[config.mk]
export PLATFORM = sky130hd
export DESIGN_NAME = uuid_urn_text_parser
export DESIGN_NICKNAME = d
export VERILOG_FILES = /design/src/design/uup_pkg.sv /design/src/design/uup_parse_core.sv /design/src/design/uuid_urn_text_parser.sv
export SDC_FILE = /design/constraint.sdc
export NUM_CORES = 1
export LEC_CHECK = 0
export ABC_AREA = 1
export BUFFER_PORTS_ARGS = -buffer_cell sky130_fd_sc_hd__buf_2
export CAP_MARGIN = 20
export CORE_ASPECT_RATIO = 1.1
export CORE_UTILIZATION = 25
export DETAILED_ROUTE_END_ITERATION = 10
export PLACE_DENSITY = 0.49
export SETUP_SLACK_MARGIN = 0.15
export SYNTH_ARGS = -nofsm -noshare
export SYNTH_HDL_FRONTEND = slang
export SYNTH_SLANG_ARGS = --single-unit
export TNS_END_PERCENT = 30
[constraint.sdc]
create_clock -name clk_i -period 4.33 [get_ports clk_i]
set_input_delay 1.0825 -clock clk_i [delete_from_list [all_inputs] [get_ports clk_i]]
set_output_delay 1.0825 -clock clk_i [all_outputs]
set_load 0.01 [all_outputs]
[src/design/uup_pkg.sv]
// ----------------------------------------------------------------------------
// UUID URN text parser - package
// Constants, result type and character helper functions.
// ----------------------------------------------------------------------------
package uup_pkg;

  localparam int unsigned CharW = 8;
  localparam int unsigned PosW  = 6;
  localparam int unsigned IdxW  = 4;
  localparam int unsigned ProfW = 2;

  localparam logic [PosW-1:0] UrnLength    = 6'd45;
  localparam logic [PosW-1:0] PrefixLength = 6'd9;
  localparam logic [PosW-1:0] PositionMax  = 6'd63;
  localparam logic [PosW-1:0] HyphenPos0   = 6'd17;
  localparam logic [PosW-1:0] HyphenPos1   = 6'd22;
  localparam logic [PosW-1:0] HyphenPos2   = 6'd27;
  localparam logic [PosW-1:0] HyphenPos3   = 6'd32;
  localparam logic [CharW-1:0] CharHyphen  = 8'h2d;

  localparam logic [ProfW-1:0] ProfileGeneral = 2'd0;
  localparam logic [ProfW-1:0] ProfileLegacy  = 2'd1;
  localparam logic [ProfW-1:0] ProfileNone    = 2'd2;
  localparam logic [ProfW-1:0] ProfileReset   = ProfileGeneral;

  typedef struct packed {
    logic [CharW-1:0] uuid_byte;
    logic [IdxW-1:0]  byte_index;
    logic             byte_ready;
    logic             text_done;
    logic             accepted;
    logic             emit;
  } uup_result_t;

  function automatic logic [CharW-1:0] to_lower(input logic [CharW-1:0] c);
    logic [CharW-1:0] r;
    r = c;
    if (c >= 8'h41 && c <= 8'h5a) begin
      r = c + 8'd32;
    end
    return r;
  endfunction

  // Expected lower case character of the "urn:uuid:" prefix.
  function automatic logic [CharW-1:0] prefix_char(input logic [3:0] p);
    logic [CharW-1:0] r;
    unique case (p)
      4'd0:    r = 8'h75;  // u
      4'd1:    r = 8'h72;  // r
      4'd2:    r = 8'h6e;  // n
      4'd3:    r = 8'h3a;  // :
      4'd4:    r = 8'h75;  // u
      4'd5:    r = 8'h75;  // u
      4'd6:    r = 8'h69;  // i
      4'd7:    r = 8'h64;  // d
      4'd8:    r = 8'h3a;  // :
      default: r = 8'h00;
    endcase
    return r;
  endfunction

  // Digit value in the low bits, bit 4 set when not a hex digit.
  function automatic logic [4:0] hex_value(input logic [CharW-1:0] c);
    logic [CharW-1:0] l;
    logic [CharW-1:0] d;
    logic [4:0]       r;
    l = to_lower(c);
    r = 5'h10;
    if (l >= 8'h30 && l <= 8'h39) begin
      d = l - 8'h30;
      r = {1'b0, d[3:0]};
    end else if (l >= 8'h61 && l <= 8'h66) begin
      d = l - 8'h57;
      r = {1'b0, d[3:0]};
    end
    return r;
  endfunction

endpackage

[src/design/uup_parse_core.sv]
// ----------------------------------------------------------------------------
// UUID URN text parser - parse core
// Per-text state and the per-character check and byte decode.
// ----------------------------------------------------------------------------
module uup_parse_core (
  input  logic                         clk_i,
  input  logic                         rst_ni,
  input  logic                         step_i,
  input  logic [uup_pkg::CharW-1:0]    text_char_i,
  input  logic                         last_char_i,
  input  logic [uup_pkg::ProfW-1:0]    card_profile_i,
  output uup_pkg::uup_result_t         result_o
);
  import uup_pkg::*;

  logic [PosW-1:0] pos_q, pos_d;
  logic            bad_q, bad_d;
  logic [3:0]      high_q, high_d;
  logic            zero_q, zero_d;
  logic            ver_q, ver_d;
  logic            var_q, var_d;

  logic [2:0]      hyphens;
  logic [PosW-1:0] digit_full;
  logic [4:0]      digit;
  logic [4:0]      hex;
  logic [3:0]      nib;
  logic            is_hyphen;
  logic            ok;

  always_comb begin
    pos_d  = pos_q;
    bad_d  = bad_q;
    high_d = high_q;
    zero_d = zero_q;
    ver_d  = ver_q;
    var_d  = var_q;
    result_o = '0;

    is_hyphen = (pos_q == HyphenPos0) || (pos_q == HyphenPos1) ||
                (pos_q == HyphenPos2) || (pos_q == HyphenPos3);
    hyphens = {2'b00, pos_q > HyphenPos0} + {2'b00, pos_q > HyphenPos1} +
              {2'b00, pos_q > HyphenPos2} + {2'b00, pos_q > HyphenPos3};
    digit_full = pos_q - PrefixLength - {3'b000, hyphens};
    digit = digit_full[4:0];
    hex   = hex_value(text_char_i);
    nib   = hex[4] ? 4'h0 : hex[3:0];

    if (pos_q >= UrnLength) begin
      bad_d = 1'b1;
    end else if (pos_q < PrefixLength) begin
      if (to_lower(text_char_i) != prefix_char(pos_q[3:0])) begin
        bad_d = 1'b1;
      end
    end else if (is_hyphen) begin
      if (text_char_i != CharHyphen) begin
        bad_d = 1'b1;
      end
    end else begin
      if (hex[4]) begin
        bad_d = 1'b1;
      end
      if (nib != 4'h0) begin
        zero_d = 1'b0;
      end
      if (!digit[0]) begin
        high_d = nib;
        if (digit[4:1] == 4'd6) begin
          ver_d = (nib == 4'd1) || (nib == 4'd4) || (nib == 4'd5);
        end
        if (digit[4:1] == 4'd8) begin
          var_d = (nib[3:2] == 2'b10);
        end
      end else if (!bad_d) begin
        result_o.byte_ready = 1'b1;
        result_o.uuid_byte  = {high_q, nib};
        result_o.byte_index = digit[4:1];
      end
    end

    if (pos_q != PositionMax) begin
      pos_d = pos_q + 6'd1;
    end

    ok = !bad_d && (pos_q == UrnLength - 6'd1);
    unique case (card_profile_i)
      ProfileGeneral: ok = ok && ver_d && var_d;
      ProfileLegacy:  ok = ok && zero_d;
      ProfileNone:    ok = ok;
      default:        ok = 1'b0;
    endcase

    result_o.text_done = last_char_i;
    result_o.accepted  = last_char_i && ok;
    result_o.emit      = result_o.byte_ready || last_char_i;

    // Start over for the next text.
    if (last_char_i) begin
      pos_d  = '0;
      bad_d  = 1'b0;
      high_d = 4'h0;
      zero_d = 1'b1;
      ver_d  = 1'b0;
      var_d  = 1'b0;
    end
  end

  always_ff @(posedge clk_i or negedge rst_ni) begin
    if (!rst_ni) begin
      pos_q  <= '0;
      bad_q  <= 1'b0;
      high_q <= 4'h0;
      zero_q <= 1'b1;
      ver_q  <= 1'b0;
      var_q  <= 1'b0;
    end else if (step_i) begin
      pos_q  <= pos_d;
      bad_q  <= bad_d;
      high_q <= high_d;
      zero_q <= zero_d;
      ver_q  <= ver_d;
      var_q  <= var_d;
    end
  end

endmodule

[src/design/uuid_urn_text_parser.sv]
// ----------------------------------------------------------------------------
// UUID URN text parser - top level
// Checks a "urn:uuid:" text one character per word and streams out the
// decoded UUID bytes, then reports whether the whole text was accepted.
// ----------------------------------------------------------------------------
//   channel   dir  tdata                         tuser                  tlast
//   s_axis    in   text_char[7:0]                -                      last_char
//   m_axis    out  uuid_byte[7:0],byte_index     byte_ready,accepted    text_done
//   cfg       in   card_profile[1:0] on card_profile_we_i, no read-back
//
// One character word per cycle sustained while m_axis is not stalled; each word
// passes the input register, the check stage and then the output register.
// A word that neither completes a byte nor ends the text gives no output.
// Reset clears the handshake valids, the profile register and text state.
// A stall on m_axis holds the output register and then the input register;
// s_axis_tready_o drops only when both are full and the output is stalled.
// ----------------------------------------------------------------------------
module uuid_urn_text_parser (
  input  logic                       clk_i,
  input  logic                       rst_ni,
  input  logic                       s_axis_tvalid_i,
  output logic                       s_axis_tready_o,
  input  logic [uup_pkg::CharW-1:0]  s_axis_tdata_i,   // [7:0] text_char
  input  logic                       s_axis_tlast_i,   // last_char
  output logic                       m_axis_tvalid_o,
  input  logic                       m_axis_tready_i,
  output logic [15:0]                m_axis_tdata_o,   // [7:0] uuid_byte,
                                                       // [11:8] byte_index, [15:12] 0
  output logic [1:0]                 m_axis_tuser_o,   // [0] byte_ready, [1] accepted
  output logic                       m_axis_tlast_o,   // text_done
  input  logic                       card_profile_we_i,
  input  logic [uup_pkg::ProfW-1:0]  card_profile_i
);
  import uup_pkg::*;

  // Input register
  logic             in_valid_q, in_valid_d;
  logic [CharW-1:0] in_char_q;
  logic             in_last_q;

  // Output register
  logic             out_valid_q, out_valid_d;
  uup_result_t      out_res_q;

  logic [ProfW-1:0] profile_q;
  uup_result_t      core_res;
  logic             advance;
  logic             step;

  // Output register frees up when empty or being taken this cycle.
  assign advance         = !out_valid_q || m_axis_tready_i;
  assign step            = in_valid_q && advance;
  assign s_axis_tready_o = !in_valid_q || advance;

  always_comb begin
    in_valid_d = in_valid_q;
    if (s_axis_tready_o) begin
      in_valid_d = s_axis_tvalid_i;
    end
    out_valid_d = out_valid_q;
    if (advance) begin
      // Drop words that cause no result.
      out_valid_d = step && core_res.emit;
    end
  end

  always_ff @(posedge clk_i or negedge rst_ni) begin
    if (!rst_ni) begin
      in_valid_q  <= 1'b0;
      out_valid_q <= 1'b0;
      profile_q   <= ProfileReset;
    end else begin
      in_valid_q  <= in_valid_d;
      out_valid_q <= out_valid_d;
      if (card_profile_we_i) begin
        profile_q <= card_profile_i;
      end
    end
  end

  // Payload registers: load only, no reset.
  always_ff @(posedge clk_i) begin
    if (s_axis_tvalid_i && s_axis_tready_o) begin
      in_char_q <= s_axis_tdata_i;
      in_last_q <= s_axis_tlast_i;
    end
    if (step) begin
      out_res_q <= core_res;
    end
  end

  uup_parse_core u_core (
    .clk_i          (clk_i),
    .rst_ni         (rst_ni),
    .step_i         (step),
    .text_char_i    (in_char_q),
    .last_char_i    (in_last_q),
    .card_profile_i (profile_q),
    .result_o       (core_res)
  );

  assign m_axis_tvalid_o = out_valid_q;
  assign m_axis_tdata_o  = {4'h0, out_res_q.byte_index, out_res_q.uuid_byte};
  assign m_axis_tuser_o  = {out_res_q.accepted, out_res_q.byte_ready};
  assign m_axis_tlast_o  = out_res_q.text_done;

endmodule

======== Word-level counts from Yosys, hierarchy flattened ========
Memories as Yosys holds them, arrays and structs flattened.
Cells that the tools add are included.
operators by class
  add/sub/neg operators ................... 9
  eq/ne operators ......................... 20
  mux-type cells .......................... 48
  shifts and indexed selects .............. 0
  reduce and logical (&&, ||, !) cells .... 28
  $mul .................................... 0
  $lt $le $gt $ge ......................... 12
  bitwise operators ....................... 1
  div/mod/pow operators ................... 0
operators by type and width
  operator                                                                          number
  8-bit two-way mux                                                                 5
  1-bit two-way mux                                                                 32
  4-bit two-way mux                                                                 6
  6-bit by 5-bit == test with 1-bit output, second input constant                   3
  6-bit by 5-bit greater-than comparator with 1-bit output, second input constant   3
  8-bit by 7-bit >= comparator with 1-bit output, second input constant             2
  8-bit by 7-bit less-or-equal comparator with 1-bit output, second input constant  2
  4-bit by 3-bit == test with 1-bit output, second input constant                   3
  6-bit == test, second input constant                                              2
  6-bit two-way mux                                                                 2
  1-bit logical AND                                                                 11
  5-bit two-way mux                                                                 2
  8-bit by 6-bit adder with 8-bit output, second input constant                     1
  8-bit by 6-bit >= comparator with 1-bit output, second input constant             1
  8-bit by 6-bit less-or-equal comparator with 1-bit output, second input constant  1
  1-bit logical OR                                                                  8
  2-bit != test, second input constant                                              4
  8-bit by 6-bit != test with 1-bit output, second input constant                   1
  8-bit != test                                                                     1
  3-bit by 1-bit adder with 3-bit output                                            2
  6-bit by 1-bit adder with 6-bit output, second input constant                     1
  6-bit >= comparator, second input constant                                        1
  6-bit greater-than comparator, second input constant                              1
  6-bit by 4-bit less-than comparator with 1-bit output, second input constant      1
  19 further kinds                                                                  22
storage, ports and cells
  latch bits .............................. 0
  register bits after elaboration ......... 42
  memories kept ........................... 1
  input bits .............................. 16
  logic and storage cells ................. 135
  memory bits (writable) .................. 0
  output and inout bits ................... 21
  memory bits (read-only) ................. 112
memory list
  memory            depth  bits a word  read ports  clocked after memory_dff  write ports  line           RTL
  (name not given)  16     7            1           0                         0            uup_pkg.sv:47  unique case (p)

======== Longest topological paths before layout ========
  word-level depth ........................ 20
  mapped depth ............................ 25
  gate-level depth less buffers ........... 24

======== Cells and area by module ========
Synthesis repeated with hierarchy kept, for this count alone.
unflattened totals
  cells, all modules ...................... 347
  area total of the unflattened synthesis .. 2925.3 um^2
by module, submodules not included
  module                area each (um^2)  sequential area each (um^2)  cells an instance  times used
  uup_parse_core        1998.2            351.6                        298                1
  uuid_urn_text_parser  927.1             820.8                        49                 1

======== Least setup slack after synthesis ========
No wires, ideal clock.
  path kind ............................... register -> register
  from .................................... register u_core.pos_q[0]
  to ...................................... register out_res_q (netlist bit m_axis_tuser_o[1]), data pin
  data arrival time ....................... 3.740 ns
  setup time .............................. 0.249 ns
  cell stages (with the launch flop) ...... 21
  setup slack ............................. 0.341 ns
  path through ............................ dfrtp_1 > inv_1 > ha_1 > nand2_1 > o31ai_1 > nor2_1 > ha_1 > fa_1 > ha_1 > inv_1 > ha_1 > ha_1 > inv_1 > fa_1 > nor4_1 > or2_2 > nand2_1 > nand2_1 > nand3_1 > nand2_1 > inv_1
RTL lines
  item                    line                        RTL
  start, declared         uup_parse_core.sv:16        logic [PosW-1:0] pos_q, pos_d;
  start signal, assigned  uup_parse_core.sv:117       pos_q <= pos_d;
  end signal, assigned    uuid_urn_text_parser.sv:88  out_res_q <= core_res;
  end, declared           uuid_urn_text_parser.sv:43  uup_result_t out_res_q;

==> qor.yml <==
numCtsBuffers: 5
synth-seq-area-share_pct: 40.4
netlist.area_leader.share_pct: 24.8
clk_path_buf_depth: 2
grt_max_degree: 20
tightest_slew_ns: 0.520
diodes: 0
syn_area_sq_mm: 0.00290
crit_required_ns: 4.49
syn-instance-count: 350
area_delta_synth_final_pct: 24.2
synthFlopType: "edfxtp_1"
die_area_sq_mm: 0.0120
hold_ws_ns: 0.501
synthDistinctLibCells: 36
crit_family: "adder cells"
core_area_sq_mm: 0.0111
yosys_warnings: 0
dpl.hpwl_microns: 5040
clk_latency_ns: 0.29
yosysTopAreaCell: "edfxtp_1"
power_leakage_nw: 1.67
die_y_microns: 115
rsz0062_at_grt: "yes"
hold_viol_final: 0
synthTopCellsByArea: "edfxtp_1 25%, dfrtp_1 15%, nand2_1 10%"
register_area_sq_mm: 0.00118
vias_per_cell: 4.41
synthArstFlopShare_pct: 42.9
finalSetupTns_ns: 0
finalCritPeriodShare_pct: 92.9
crit_chain: "inv_2, ha_4, nand2_2, o31ai_2, nor2_1, ha_1, fa_2, ha_4, inv_2, ha_4, ha_4, inv_2, fa_2, nand3_2, nor2_4, nand3_2, nor2_2, nor2_1, nor2_1, nand2_1, nand3_1, nand2_1, inv_1"
fill_cells: 1179
critPathBufInv: 4
nets: 438
drt-wirelength-per-cell_microns: 12.1
slowest_stage: "fa_2"
synth_common_cells: "78 x nand2_1, 46 x inv_1, 32 x nor2_1, 26 x nand3_1, 24 x edfxtp_1"
globalplace.congestion: 0.890
dr.pass1.iters: 5
worstSetupStartpointType: "flop"
fin_crit_ns: 4.02
drtAntennaViolNets: 0
dieWidth_microns: 105
root_buffer: "clkbuf_16"
multi_input_area_sq_mm: 0.00161
ir_worst_vdd_mv: 0.145
relSlewSlack_pct: 65.2
ys_seq_elements: 42
cpMostUsedCell: "ha_4"
cts.clk_slew.worst_paths_ns: 0.07
gr-total-overflow: 0
pwr_density_cell_mw_per_mm2: 430
yosysMostFrequentCell: "nand2_1"
start_util_pct: 26.1
port_buffers: 32
drv_cap: 0
cp_max_fo: 3
cpPeakStageDelay_ns: 0.61
grt_pass1_vias: 2358
avgSynthCellArea_sq_um: 8.29
drive_gt1_share_pct: 29.8
drc: 0
power.total_mw: 1.55
cts_tree: "done"
arrival_ns: 4.19
wl_microns: 6640
min_path_type: "reg2reg"
via_count: 2413
drt-initial-drc-count: 65
antenna_found_initial: 0
grt_use_total_pct: 11.7
finalMaxSlewViolations: 0
setup_viol: 0
cts.sinks: 42
synth_edf_count: 24
rows: 40
max_freq_mhz: 249
ios: 37
critical_path_class: "reg2reg"
fin_skew_ns: 0.00947
status: "finished, final reports clean"
ctsHtreeMaxLevel: 2
end_kind: "flop"
grt_pass1_wl_microns: 11200
flip-flops by register name (all words and copies together) (netlist names):
signal,flops
in_char_q,8
in_last_q,1
in_valid_q,1
m_axis_tdata_o,12
m_axis_tlast_o,1
m_axis_tuser_o,2
m_axis_tvalid_o,1
profile_q,2
u_core.bad_q,1
u_core.high_q,4
u_core.pos_q,6
u_core.var_q,1
u_core.ver_q,1
u_core.zero_q,1
final timing paths:
check	from	endpoint	slack, ns	cells past startpoint
worst max-delay path	u_core.pos_q[1]$_DFFE_PN0P_	m_axis_tuser_o[1]$_DFFE_PP_	0.31	23
worst min-delay path	u_core.zero_q$_DFFE_PN1P_	u_core.zero_q$_DFFE_PN1P_	0.50	2
worst max register to register	u_core.pos_q[1]$_DFFE_PN0P_	m_axis_tuser_o[1]$_DFFE_PP_	0.31	23
worst min register to register	u_core.zero_q$_DFFE_PN1P_	u_core.zero_q$_DFFE_PN1P_	0.50	2
max in group asynchronous	rst_ni	u_core.pos_q[3]$_DFFE_PN0P_	3.24	1
min in group asynchronous	rst_ni	profile_q[0]$_DFFE_PN0P_	0.74	1
area by class of cell:
type | instances | share of cell area [%]
multi-input combinational | 248 | 44.6
inverter | 54 | 5.62
timing repair buffer | 48 | 7.88
clock buffer | 5 | 3.47
clock inverter | 3 | 0.694
tap | 147 | 5.10
sequential | 42 | 32.6
layer usage:
metal	global-route usage (%)	routed length (microns)	up-vias
li1	-	-	1230
met1	14.7	3030	1124
met2	21.1	3310	53
met3	2.21	239	6
met4	2.07	63	0
met5	0	0	-
worst register-to-register path: cells and delay by family, from the launching register on:
kind	cells	cell delay, ns
compound gates	1	0.23
fa+ha+maj	7	2.14
buf+inv	4	0.22
flops	1	0.40
simple gates	11	0.91
metrics by stage:
step | std cells | instance area (sq um) | setup WS, ns | utilization [%]
detailed placement | 529 | 3230 | 0.0902 | 29.0
global route | 547 | 3600 | 0.0540 | 32.4
global placement | 529 | 3230 | 0.138 | 29.0
finish | 547 | 3600 | 0.308 | 32.4
floorplan | 353 | 2910 | 0.341 | -
CTS | 538 | 3410 | 0.163 | 30.7
report_power, final:
part           leakage [nW]  switching [mW]  internal [mW]
logic                  1.13           0.381          0.279
clock network        0.0704           0.168          0.217
registers             0.468          0.0377          0.467
total                  1.67           0.587          0.963
cell families after synthesis:
| logic type | synth area share [%] |
|---|---|
| AOI/OAI and AO/OA | 8.19 |
| xor gates and xnor gates | 2.11 |
| adders and majority gates | 10.4 |
| buffers and inverters | 9.62 |
| DFF | 40.4 |
| muxes | 0.388 |
| other | 0.129 |
| and+or+nand+nor | 28.7 |
what timing repair did:
action	4_1_cts	5_1_grt
hold endpoints to repair	0	0
hold buffers	0	0
pin swaps	1	18
resized for setup	4	31
setup buffers	1	9
endpoints found under the setup margin	1	3
placed cells by master, fill, tap and decap left out, drive strengths merged:
cell      instances
clkinv            1
fa                2
a31oi             1
nand3            30
dfrtp            17
or2               1
o41ai             1
a211oi            1
dfstp             1
clkinvlp          1
nand2            84
ha               21
o31ai             2
conb              4
nor4              2
nand3b            1
inv              55
nand4             3
a21oi            11
xor2              7
edfxtp           24
buf              48
o21ai            17
clkbuf            5
a31o              1
nor2             43
mux2              1
nor3              8
o22ai             5
o211ai            2
Power figures use the tool's default switching activity.
